==> src/rtl/quoted_array_literal_parser_assert.svh <==
// ----------------------------------------------------------------------------
// Quoted array literal parser assertion macros
// Shared assertion forms for the parser's checks.
// ----------------------------------------------------------------------------
`ifndef QUOTED_ARRAY_LITERAL_PARSER_ASSERT_SVH
`define QUOTED_ARRAY_LITERAL_PARSER_ASSERT_SVH

// Same-cycle implication, checked outside reset.
`define QALP_ASSERT_NOW(label, ante, cons, msg) \
  label: assert property (@(posedge clk) disable iff (!rst_n) (ante) |-> (cons)) \
    else $error(msg);

// Next-cycle implication, checked outside reset.
`define QALP_ASSERT_NEXT(label, ante, cons, msg) \
  label: assert property (@(posedge clk) disable iff (!rst_n) (ante) |=> (cons)) \
    else $error(msg);

`endif

==> src/rtl/qalp_pkg.sv <==
// ----------------------------------------------------------------------------
// Quoted array literal parser package
// Phase codes, result codes, character constants and shared types.
// ----------------------------------------------------------------------------
`default_nettype none

package qalp_pkg;

  localparam int PhaseW = 3;

  localparam logic [PhaseW-1:0] PH_START       = 3'd0;
  localparam logic [PhaseW-1:0] PH_OPENED      = 3'd1;
  localparam logic [PhaseW-1:0] PH_ELEM_START  = 3'd2;
  localparam logic [PhaseW-1:0] PH_UNQUOTED    = 3'd3;
  localparam logic [PhaseW-1:0] PH_QUOTED      = 3'd4;
  localparam logic [PhaseW-1:0] PH_ESCAPE      = 3'd5;
  localparam logic [PhaseW-1:0] PH_AFTER_QUOTE = 3'd6;
  localparam logic [PhaseW-1:0] PH_CLOSED      = 3'd7;

  localparam logic [1:0] KIND_BYTE      = 2'd0;
  localparam logic [1:0] KIND_ELEM_END  = 2'd1;
  localparam logic [1:0] KIND_ARRAY_END = 2'd2;
  localparam logic [1:0] KIND_ERROR     = 2'd3;

  localparam logic [2:0] ERR_OPEN_EXPECTED   = 3'd0;
  localparam logic [2:0] ERR_BACKSLASH_END   = 3'd1;
  localparam logic [2:0] ERR_MISSING_QUOTE   = 3'd2;
  localparam logic [2:0] ERR_SEP_EXPECTED    = 3'd3;
  localparam logic [2:0] ERR_MISSING_CLOSE   = 3'd4;
  localparam logic [2:0] ERR_UNEXPECTED_OPEN = 3'd5;
  localparam logic [2:0] ERR_GARBAGE         = 3'd6;

  localparam logic [7:0] CH_NUL       = 8'h00;
  localparam logic [7:0] CH_OPEN      = 8'h7B;
  localparam logic [7:0] CH_CLOSE     = 8'h7D;
  localparam logic [7:0] CH_COMMA     = 8'h2C;
  localparam logic [7:0] CH_BACKSLASH = 8'h5C;
  localparam logic [7:0] CH_QUOTE     = 8'h22;

  typedef struct packed {
    logic [1:0] result_kind;
    logic [7:0] element_byte;
    logic [2:0] error_code;
  } qalp_result_t;

  typedef struct packed {
    logic [PhaseW-1:0] phase;
    logic              hit;
    qalp_result_t      res;
  } qalp_dec_t;

endpackage

`default_nettype wire

==> src/rtl/qalp_decode.sv <==
// ----------------------------------------------------------------------------
// Quoted array literal parser byte decoder
// Decides the next phase and the optional result for one text byte.
// ----------------------------------------------------------------------------
`default_nettype none

module qalp_decode
  import qalp_pkg::*;
(
  input  wire logic [PhaseW-1:0] phase,
  input  wire logic [7:0]        text_byte,
  output qalp_dec_t              dec
);

  function automatic qalp_dec_t emit(input logic [PhaseW-1:0] ph, input logic [1:0] kind,
                                     input logic [7:0] b);
    qalp_dec_t d;
    d.phase            = ph;
    d.hit              = 1'b1;
    d.res.result_kind  = kind;
    d.res.element_byte = b;
    d.res.error_code   = ERR_OPEN_EXPECTED;
    return d;
  endfunction

  function automatic qalp_dec_t fail(input logic [2:0] err);
    qalp_dec_t d;
    d.phase            = PH_START;
    d.hit              = 1'b1;
    d.res.result_kind  = KIND_ERROR;
    d.res.element_byte = CH_NUL;
    d.res.error_code   = err;
    return d;
  endfunction

  function automatic qalp_dec_t quiet(input logic [PhaseW-1:0] ph);
    qalp_dec_t d;
    d.phase            = ph;
    d.hit              = 1'b0;
    d.res.result_kind  = KIND_BYTE;
    d.res.element_byte = CH_NUL;
    d.res.error_code   = ERR_OPEN_EXPECTED;
    return d;
  endfunction

  function automatic qalp_dec_t elem_start(input logic [7:0] c);
    qalp_dec_t d;
    if (c == CH_QUOTE) begin
      d = quiet(PH_QUOTED);
    end else if (c == CH_NUL) begin
      d = fail(ERR_MISSING_CLOSE);
    end else if (c == CH_OPEN) begin
      d = fail(ERR_UNEXPECTED_OPEN);
    end else if (c == CH_COMMA) begin
      d = emit(PH_ELEM_START, KIND_ELEM_END, CH_NUL);
    end else if (c == CH_CLOSE) begin
      d = emit(PH_CLOSED, KIND_ELEM_END, CH_NUL);
    end else begin
      d = emit(PH_UNQUOTED, KIND_BYTE, c);
    end
    return d;
  endfunction

  always_comb begin
    case (phase)
      PH_OPENED: begin
        if (text_byte == CH_CLOSE) dec = quiet(PH_CLOSED);
        else                       dec = elem_start(text_byte);
      end
      PH_ELEM_START: begin
        dec = elem_start(text_byte);
      end
      PH_UNQUOTED: begin
        if (text_byte == CH_COMMA)      dec = emit(PH_ELEM_START, KIND_ELEM_END, CH_NUL);
        else if (text_byte == CH_CLOSE) dec = emit(PH_CLOSED, KIND_ELEM_END, CH_NUL);
        else if (text_byte == CH_NUL)   dec = fail(ERR_MISSING_CLOSE);
        else                            dec = emit(PH_UNQUOTED, KIND_BYTE, text_byte);
      end
      PH_QUOTED: begin
        if (text_byte == CH_QUOTE)          dec = quiet(PH_AFTER_QUOTE);
        else if (text_byte == CH_BACKSLASH) dec = quiet(PH_ESCAPE);
        else if (text_byte == CH_NUL)       dec = fail(ERR_MISSING_QUOTE);
        else                                dec = emit(PH_QUOTED, KIND_BYTE, text_byte);
      end
      PH_ESCAPE: begin
        if (text_byte == CH_NUL) dec = fail(ERR_BACKSLASH_END);
        else                     dec = emit(PH_QUOTED, KIND_BYTE, text_byte);
      end
      PH_AFTER_QUOTE: begin
        if (text_byte == CH_COMMA)      dec = emit(PH_ELEM_START, KIND_ELEM_END, CH_NUL);
        else if (text_byte == CH_CLOSE) dec = emit(PH_CLOSED, KIND_ELEM_END, CH_NUL);
        else                            dec = fail(ERR_SEP_EXPECTED);
      end
      PH_CLOSED: begin
        if (text_byte == CH_NUL) dec = emit(PH_START, KIND_ARRAY_END, CH_NUL);
        else                     dec = fail(ERR_GARBAGE);
      end
      default: begin
        if (text_byte == CH_NUL)       dec = emit(PH_START, KIND_ARRAY_END, CH_NUL);
        else if (text_byte == CH_OPEN) dec = quiet(PH_OPENED);
        else                           dec = fail(ERR_OPEN_EXPECTED);
      end
    endcase
  end

endmodule

`default_nettype wire

==> src/rtl/quoted_array_literal_parser.sv <==
// ----------------------------------------------------------------------------
// Quoted array literal parser
// Streams a brace-delimited array literal and emits decoded element bytes,
// element ends, the array end or an error code.
// ----------------------------------------------------------------------------
// The input channel takes one text byte per item; a zero byte ends the text.
// The output channel gives at most one result item per input item: a decoded
// element byte, an element end, an array end or an error with its code.
// Both channels use valid and stall; an item moves at an edge where valid is
// high and stall is low.
// An accepted byte enters an input register and is decided by the byte decoder
// against the phase register once the output register is free; its result is
// then loaded into the output register, from which it is offered. A byte can
// be accepted every cycle unless the input register holds a byte that waits
// for the output register.
// When the receiver stalls with a result pending, the output register holds
// and the input register fills; in_stall rises only once both are occupied.
// Bytes that give no result pass through without using the output register.
// Reset clears both valid flags and returns the parser to its start phase.
// After an error or an array end the parser is back at its start phase.
// ----------------------------------------------------------------------------
`default_nettype none

module quoted_array_literal_parser
  import qalp_pkg::*;
(
  input  wire logic       clk,
  input  wire logic       rst_n,
  input  wire logic       in_valid,
  output logic            in_stall,
  input  wire logic [7:0] in_text_byte,
  output logic            out_valid,
  input  wire logic       out_stall,
  output logic [1:0]      out_result_kind,
  output logic [7:0]      out_element_byte,
  output logic [2:0]      out_error_code
);

  logic              s1_valid_r;
  logic              s1_valid_nxt;
  logic [7:0]        s1_byte_r;
  logic [PhaseW-1:0] phase_r;
  logic [PhaseW-1:0] phase_nxt;
  logic              out_valid_r;
  logic              out_valid_nxt;
  qalp_result_t      out_res_r;
  logic              out_free;
  logic              s1_go;
  qalp_dec_t         dec;

  qalp_decode u_decode (
    .phase     (phase_r),
    .text_byte (s1_byte_r),
    .dec       (dec)
  );

  assign out_free = !out_valid_r || !out_stall;
  assign s1_go    = s1_valid_r && out_free;
  assign in_stall = s1_valid_r && !out_free;

  always_comb begin
    s1_valid_nxt = in_stall ? s1_valid_r : in_valid;
    phase_nxt    = s1_go ? dec.phase : phase_r;
    if (out_free) begin
      out_valid_nxt = s1_go && dec.hit;
    end else begin
      out_valid_nxt = out_valid_r;
    end
  end

  always_ff @(posedge clk) begin
    if (!rst_n) begin
      s1_valid_r  <= 1'b0;
      out_valid_r <= 1'b0;
      phase_r     <= PH_START;
    end else begin
      s1_valid_r  <= s1_valid_nxt;
      out_valid_r <= out_valid_nxt;
      phase_r     <= phase_nxt;
    end
  end

  always_ff @(posedge clk) begin
    if (!in_stall) begin
      s1_byte_r <= in_text_byte;
    end
    if (out_free) begin
      out_res_r <= dec.res;
    end
  end

  assign out_valid        = out_valid_r;
  assign out_result_kind  = out_res_r.result_kind;
  assign out_element_byte = out_res_r.element_byte;
  assign out_error_code   = out_res_r.error_code;

`include "quoted_array_literal_parser_assert.svh"

  `QALP_ASSERT_NEXT(a_err_restarts, s1_go && dec.hit && dec.res.result_kind == KIND_ERROR,
    phase_r == PH_START, "error result did not return parser to start")
  `QALP_ASSERT_NOW(a_stall_needs_item, in_stall, s1_valid_r && out_valid_r,
    "input stalled without a held item")
  `QALP_ASSERT_NEXT(a_out_drains, out_valid_r && !out_stall && !s1_valid_r, !out_valid_r,
    "result repeated after being taken")
  `QALP_ASSERT_NEXT(a_phase_holds, !s1_go, phase_r == $past(phase_r),
    "phase changed without a decided item")

endmodule

`default_nettype wire

==> config.mk <==
export PLATFORM = sky130hd
export DESIGN_NAME = quoted_array_literal_parser
export DESIGN_NICKNAME = d
export VERILOG_FILES = /design/src/rtl/qalp_pkg.sv /design/src/rtl/qalp_decode.sv /design/src/rtl/quoted_array_literal_parser.sv
export VERILOG_INCLUDE_DIRS = /design/src /design/src/rtl
export SDC_FILE = /design/constraint.sdc
export NUM_CORES = 1
export LEC_CHECK = 0
export BUFFER_PORTS_ARGS = -buffer_cell sky130_fd_sc_hd__clkbuf_2
export CAP_MARGIN = 20
export CORE_MARGIN = 2
export CORE_UTILIZATION = 55
export DETAILED_ROUTE_END_ITERATION = 10
export PLACE_DENSITY = 0.77
export REMOVE_ABC_BUFFERS = 1
export SYNTH_ARGS = -nofsm -noshare
export SYNTH_HDL_FRONTEND = slang
export SYNTH_SLANG_ARGS = --single-unit
==> constraint.sdc <==
create_clock -name clk -period 3 [get_ports clk]
set_clock_uncertainty 0.1 [all_clocks]
set_input_delay 0.6 -clock clk [delete_from_list [all_inputs] [get_ports clk]]
set_output_delay 0.6 -clock clk [all_outputs]
set_load 0.02 [all_outputs]
# Word-level counts from Yosys, hierarchy flattened
# Cells that the tools add are included.
# W data, S select, Z words.
[word_totals]
in_bits = 12
output_inout_bits = 15
reg_bits = 26
[classes]
n_eq_ne = 12
reduce_logical = 8
muxes = 23
[op_table]
columns = ["op", "count"]
rows = [
  ["$mux W17", 18],
  ["$pmux W17 S7", 1],
  ["$mux W15", 2],
  ["$eq A8 B7 Y1 const B", 3],
  ["$eq A8 B6 Y1 const B", 2],
  ["$mux W16", 1],
  ["$eq A3 B3 Y1 const B", 4],
  ["$mux W12", 1],
  ["$logic_not A8 Y1", 1],
  ["$eq A3 B2 Y1 const B", 2],
  ["$eq A3 B1 Y1 const B", 1],
  ["$logic_and A1 B1 Y1", 3],
  ["$logic_not A1 Y1", 3],
  ["$logic_or A1 B1 Y1", 1],
]

# Depth between registers and ports, before layout
# Gate-level depths: netlist of the first run.
[logic_depth]
depth_word = 8
ltp_mapped = 7

# Modules after synthesis
# A second synthesis of the first run with hierarchy kept.
[hier_totals]
hier_cells = 166
hier_area_um2 = 1626.6
[by_module_without_submodules]
columns = ["module", "cells_per_inst", "area_per_inst_um2", "seq_area_each_um2", "n_inst"]
rows = [
  ["quoted_array_literal_parser", 43, 843.3, 730.7, 1],
  ["qalp_decode", 123, 783.3, 0.0, 1],
]

# Worst setup path before layout of the first run
# No wires, ideal clock.
[synth_timing]
kind = "reg2reg"
startpoint = "reg s1_byte_r[4]"
endpoint = "reg out_res_r (netlist bit out_element_byte[4]), data pin"
slack_ns = 0.675
t_required_ns = 2.644
stages_incl_launch_ff = 8
n_path_buf = 2
setup_time_ns = 0.256
period_less_slack_ns = 2.325
arrival_time_ns = 1.969
path_cell_list = "edfxtp_1 or3_1 buf_6 or4_4 buf_6 a32oi_1 o22ai_1 and2_2"
[synth_rtl]
columns = ["item", "line", "rtl"]
rows = [
  ["start: declaration", "quoted_array_literal_parser.sv:41", "logic [7:0] s1_byte_r;"],
  ["start signal: assignment", "quoted_array_literal_parser.sv:85", "s1_byte_r <= in_text_byte;"],
  ["end signal: assignment", "quoted_array_literal_parser.sv:88", "out_res_r <= dec.res;"],
  ["end: declaration", "quoted_array_literal_parser.sv:46", "qalp_result_t out_res_r;"],
]

==> flow_summary.json, run 1 <==
{
  "run_status": "finished, final reports clean",
  "grt_setup_unrepaired": "no",
  "fin_crit_sh_pct": 79.2,
  "grt_pass1_vias": 1429,
  "vias": 1637,
  "ir_drop_v": 0.000276,
  "n_fill_cell": 236,
  "yosys.area_share.adder_pct": 0,
  "post_drt_wl_per_cell_um": 18.4,
  "worst_hold_slack_ns": 0.336,
  "core-area_um2": 2980,
  "clock_path_buffers": 2,
  "routed_wl_um": 4380,
  "crit_fanout": 10,
  "die_x_um": 59.3,
  "netlist_area_um2": 1680,
  "antenna_cells": 0,
  "syn-mean-instance-area_um2": 9.30,
  "drive_gt1_share_pct": 21.0,
  "finalSetupTns_ns": 0,
  "synth_top_family_by_area": "compound AO/OA/AOI/OAI gates",
  "critPathArrivalTime_ns": 2.47,
  "synth_largest_area_cell": "edfxtp_1",
  "grt_first_pass_wirelength_um": 6800,
  "start_util_pct": 56.5,
  "port-buffer-count": 26,
  "synth-edff-count": 21,
  "clockRootBuffer": "clkbuf_4",
  "syn_to_final_growth_pct": 11.4,
  "place.gp.congestion": 0.986,
  "path_cells": "or2_2 > or3_1 > a211o_1 > a22o_1 > a21oi_1",
  "ys.flop_type": "edfxtp_1",
  "fin_nets": 218,
  "synthMuxAreaShare_pct": 0,
  "cts_tree": "yes",
  "power_density_nw_per_um2": 419,
  "synthTopCellsByCount": "21 x edfxtp_1, 19 x a21oi_1, 15 x nand2_1",
  "grt_use_total_pct": 26.1,
  "synth_cell_types": 55,
  "cp-end-kind": "flip-flop",
  "max_freq_ghz": 0.421,
  "clkSlewWorstSetupHoldPaths_ns": 0.14,
  "detail-route-antenna-nets": 0,
  "antenna_found_initial": 0,
  "synth.most_common_cell": "edfxtp_1",
  "hold_class": "primary input to flip-flop",
  "final_hold_viol_count": 0,
  "setup_viol": 0,
  "synth_compound_area_share_pct": 25.8,
  "period_needed_ns": 2.38,
  "grt_overflow_total": 0,
  "synth_seq_area_share_pct": 43.4,
  "dieHeight_um": 59.3,
  "critPathSlowestCell": "or3_1",
  "worst_pin_slew_ns": 0.719,
  "slew_violations": 0,
  "maxCapViolations": 0,
  "numCtsBuffers": 3,
  "slew-limit-headroom_pct": 52.0,
  "post_cts_buffers": 0,
  "worst_setup_path_start_kind": "flip-flop",
  "required_ns": 3.09,
  "num_rows": 20,
  "synth-simple-area-share_pct": 25.0,
  "critPathKind": "flip-flop to flip-flop",
  "cts_resized": 0,
  "rrSetupSlack_ns": 0.62,
  "ys_warn_count": 0,
  "slowest_delay_ns": 0.57,
  "cellLeakagePower_nw": 0.723,
  "synth-seq-cells": 26,
  "dp_hpwl_um": 3250,
  "die_area_um2": 3520,
  "async_flop_share_pct": 0,
  "synth_xor_xnor_area_share_pct": 0.520,
  "h-tree-depth": 1,
  "cts_sinks": 26,
  "synth_top_area_share_pct": 37.5,
  "yosys-top-cells-area": "edfxtp_1 37%, dfxtp_1 5.9%, a21oi_1 5.7%, nand2_1 3.3%, nor2_1 2.9%",
  "cts_hold_buf": 0,
  "drt-initial-drc-count": 160,
  "grt_max_degree": 23,
  "drc": 0,
  "num_io_pins": 27,
  "first_pass_iters": 6,
  "clk_latency_ns": 0.33,
  "netlist_instances": 181,
  "vias_per_cell": 6.88
}
-- kinds of logic after synthesis --
family | after synthesis
DFF | 26
xor gates and xnor gates | 1
buffers and inverters | 16
AOI/OAI and AO/OA | 63
and+or+nand+nor | 75
-- flip-flops by register name (all words and copies together) (netlist names) --
name              count
out_result_kind       2
out_error_code        3
phase_r               3
s1_valid_r            1
s1_byte_r             8
out_valid             1
out_element_byte      8
-- final timing paths --
check	from	end	cells past startpoint
setup reg to reg	s1_byte_r[2]$_DFFE_PN_	out_result_kind[1]$_DFFE_PN_	5
setup / recovery	s1_byte_r[2]$_DFFE_PN_	out_result_kind[1]$_DFFE_PN_	5
hold / removal	in_text_byte[1]	s1_byte_r[1]$_DFFE_PN_	1
hold reg to reg	out_valid$_SDFFE_PN0N_	out_valid$_SDFFE_PN0N_	1
-- where the power goes --
| group | internal, W | total [W] | switching, W | leakage [nW] |
|---|---|---|---|---|
| clock network | 0.000135 | 0.000242 | 0.000107 | 0.0279 |
| logic | 0.0000409 | 0.000107 | 0.0000660 | 0.422 |
| registers | 0.000413 | 0.000436 | 0.0000228 | 0.273 |
| total | 0.000589 | 0.000784 | 0.000195 | 0.723 |
-- worst max-delay path: cells and delay by family (launching register included) --
family           cells  cell delay, ns
flip-flops           1            0.53
AO/OA/AOI/OAI        3            0.68
AND/OR/NAND/NOR      2            0.92
-- metrics by stage --
stage / total power, W / utilization (%) / worst slack, ns / area (um2) / cells
floorplan: 0.000506 / - / 0.750 / 1610 / 170
global placement: 0.000547 / 61.2 / 0.695 / 1820 / 234
detailed placement: 0.000549 / 61.2 / 0.699 / 1820 / 234
CTS: 0.000785 / 62.9 / 0.659 / 1870 / 238
global route: 0.000808 / 62.9 / 0.489 / 1870 / 238
finish: 0.000784 / 62.9 / 0.624 / 1870 / 238
-- cell type report --
class	count	area [um2]	share of cell area (%)
Multi-Input combinational cell	139	863	46.1
Sequential cell	26	731	39.0
Timing Repair Buffer	31	168	8.95
Tap cell	33	41.3	2.20
Clock inverter	1	30.0	1.60
Clock buffer	3	22.5	1.20
Inverter	5	18.8	1.00
-- placed cells by master (no fill, tap or decap), types with 4 or more instances in the layout --
cell type	synthesis	layout
a211oi_1	4	4
a21oi_1	19	19
buf_4	1	5
clkbuf_2	0	26
dfxtp_1	5	5
edfxtp_1	21	21
inv_1	5	5
nand2_1	15	15
nand2b_1	4	4
nand3_1	6	6
nor2_1	13	13
nor2b_1	4	4
nor3_1	4	4
o21ai_0	8	8
o22ai_1	4	4
or3_1	5	5
-- routing by layer --
layer	vias to the layer above	share of wire, %	track usage, %
met5	-	0	0
met3	20	11	3.71
met4	0	3.7	12.0
li1	753	-	-
met1	732	38	34.5
met2	132	47	42.4
Note: power is estimated with default switching activity, not from simulation.
==> run 2: changes to the inputs <==
--- a/config.mk
+++ b/config.mk
@@ -9,9 +9,9 @@
 export BUFFER_PORTS_ARGS = -buffer_cell sky130_fd_sc_hd__clkbuf_2
 export CAP_MARGIN = 20
 export CORE_MARGIN = 2
-export CORE_UTILIZATION = 55
+export CORE_UTILIZATION = 50
 export DETAILED_ROUTE_END_ITERATION = 10
-export PLACE_DENSITY = 0.77
+export PLACE_DENSITY = 0.74
 export REMOVE_ABC_BUFFERS = 1
 export SYNTH_ARGS = -nofsm -noshare
 export SYNTH_HDL_FRONTEND = slang
==> constraint.sdc (replaced) <==
create_clock -name clk -period 2 [get_ports clk]
set_clock_uncertainty 0.1 [all_clocks]
set_input_delay 0.4 -clock clk [delete_from_list [all_inputs] [get_ports clk]]
set_output_delay 0.4 -clock clk [all_outputs]
set_load 0.02 [all_outputs]
==> run 2 against run 1 <==
The flow now finishes with violations (setup timing). Worst setup slack worse by 0.81 ns. Total power is 42% higher. Die area is 9.3% higher. Critical path depth stayed put. Clock power hardly changed. Count of clock-buffer cells in the layout is 1 higher. Largest cell class unchanged. Highest routed layer unchanged.
==> flow_summary.json, run 2 (synthesized netlist as in run 1, its figures left out) <==
{
  "final_cell_mix": "49 x buf_4, 26 x clkbuf_2, 21 x edfxtp_1",
  "drive_gt1_share_pct": 41.6,
  "fin_crit_sh_pct": 109,
  "die_area_um2": 3850,
  "slew-limit-headroom_pct": 65.0,
  "crit_fanout": 7,
  "hold_class": "primary input to flip-flop",
  "run_status": "finished with violations",
  "ir_drop_v": 0.000464,
  "routed_wl_um": 5310,
  "grt_overflow_total": 0,
  "num_io_pins": 27,
  "cts_hold_buf": 0,
  "place_inst": 285,
  "multi_input_area_um2": 962,
  "maxCapViolations": 0,
  "cp-end-kind": "flip-flop",
  "cts_tree": "yes",
  "fin_util_pct": 70.2,
  "slew_violations": 0,
  "drt-initial-drc-count": 154,
  "core-area_um2": 3280,
  "die_x_um": 62.0,
  "port-buffer-count": 26,
  "detail-route-antenna-nets": 0,
  "n_fill_cell": 252,
  "syn_to_final_growth_pct": 37.0,
  "clock_path_buffers": 2,
  "place.gp.congestion": 1.03,
  "grt_pass1_vias": 1690,
  "post_drt_wl_per_cell_um": 17.9,
  "setup_viol": 13,
  "antenna_cells": 0,
  "grt_first_pass_wirelength_um": 7820,
  "grt_use_total_pct": 28.6,
  "numCtsBuffers": 3,
  "start_util_pct": 51.2,
  "layout_commonest_cell": "buf_4",
  "clk_latency_ns": 0.33,
  "violations": "setup timing",
  "first_pass_iters": 5,
  "max_freq_ghz": 0.457,
  "totalPowerFinal_w": 0.00112,
  "worst_setup_path_start_kind": "flip-flop",
  "crit_buf_inv": 0,
  "critPathTopFamily": "simple AND/OR/NAND/NOR gates",
  "final_hold_viol_count": 0,
  "grt_setup_unrepaired": "yes",
  "worst_hold_slack_ns": 0.128,
  "cellLeakagePower_nw": 0.942,
  "num_rows": 21,
  "vias_per_cell": 6.27,
  "grt_max_degree": 15,
  "worst_pin_slew_ns": 0.522,
  "cts_sinks": 26,
  "required_ns": 2.01,
  "hold_depth": 1,
  "clkSlewWorstSetupHoldPaths_ns": 0.14,
  "critPathArrivalTime_ns": 2.20,
  "power_density_nw_per_um2": 485,
  "clockRootBuffer": "clkbuf_4",
  "h-tree-depth": 1,
  "dp_hpwl_um": 3850,
  "slowest_delay_ns": 0.55,
  "hold_start": "in_text_byte[4]",
  "path_cells": "or3_4 > or4_4 > a21oi_2 > o32ai_2 > and2_1",
  "antenna_found_initial": 0,
  "drc": 0,
  "ff2ff_path_depth": 5,
  "r2r_end": "out_element_byte[1]$_DFFE_PN_",
  "min_to": "s1_byte_r[4]$_DFFE_PN_",
  "period_needed_ns": 2.19,
  "dieHeight_um": 62.0,
  "critPathSlowestCell": "or4_4",
  "place_ws_ns": -0.202,
  "stdcell_count": 296,
  "regArea_um2": 731,
  "fin_nets": 263,
  "worst_slack_ns": -0.190,
  "vias": 1857,
  "rrSetupSlack_ns": -0.19,
  "critPathKind": "flip-flop to flip-flop",
  "r2r-start": "s1_byte_r[0]$_DFFE_PN_"
}
## run 2: cell types whose count changed in the layout (fill, tap and decap cells not counted), sizes merged
cell / delta
buf: +45
bufinv: -1
clkbuf: +1
## run 2: worst max-delay path by stage
stage,start,slack [ns],to,cells after the start
2_1_floorplan,s1_byte_r[4]$_DFFE_PN_,-0.25,out_element_byte[4]$_DFFE_PN_,5
3_3_place_gp,s1_byte_r[4]$_DFFE_PN_,-0.16,out_element_byte[4]$_DFFE_PN_,5
3_5_place_dp,s1_byte_r[4]$_DFFE_PN_,-0.20,out_element_byte[4]$_DFFE_PN_,5
4_1_cts,s1_byte_r[0]$_DFFE_PN_,-0.18,out_element_byte[5]$_DFFE_PN_,5
5_1_grt,s1_byte_r[0]$_DFFE_PN_,-0.23,out_element_byte[1]$_DFFE_PN_,5
6_report,s1_byte_r[0]$_DFFE_PN_,-0.19,out_element_byte[1]$_DFFE_PN_,5
## run 2: layout make-up
class | instances | share of cell area (%)
timing repair buffer | 76 | 22.1
tap | 46 | 2.50
clock buffer | 4 | 1.14
sequential | 26 | 31.7
inverter | 5 | 0.814
multi-input combinational | 139 | 41.7
## run 2: layer usage
layer	up-vias	part of all wire (%)	track usage, %
met3	22	8.2	4.35
met4	0	4.0	15.2
li1	844	-	-
met1	875	38	35.4
met2	116	49	47.8
met5	-	0	0
## run 2: stage by stage
stage               setup TNS [ns]  area, um2
finish                       -1.48       2300
global route                 -2.43       2300
CTS                          -1.47       2210
detailed placement           -1.95       2120
global placement             -1.23       2120
floorplan                    -1.70       1610
## run 2: where the power goes
group	leakage [nW]	switching, W	internal [W]
logic	0.654	0.000134	0.000101
registers	0.273	0.0000219	0.000619
clock network	0.0150	0.000163	0.0000784
## run 2: worst reg2reg max path: stages (launching register included)
cell,delay (ns)
edfxtp_1,0.45
or3_4,0.41
or4_4,0.55
a21oi_2,0.19
o32ai_2,0.10
and2_1,0.16
## run 2: what timing repair did
action	in CTS	in global routing
pin swaps	12	11
gates resized for setup	11	13
buffers inserted	3	4
endpoints found under the setup margin	16	16
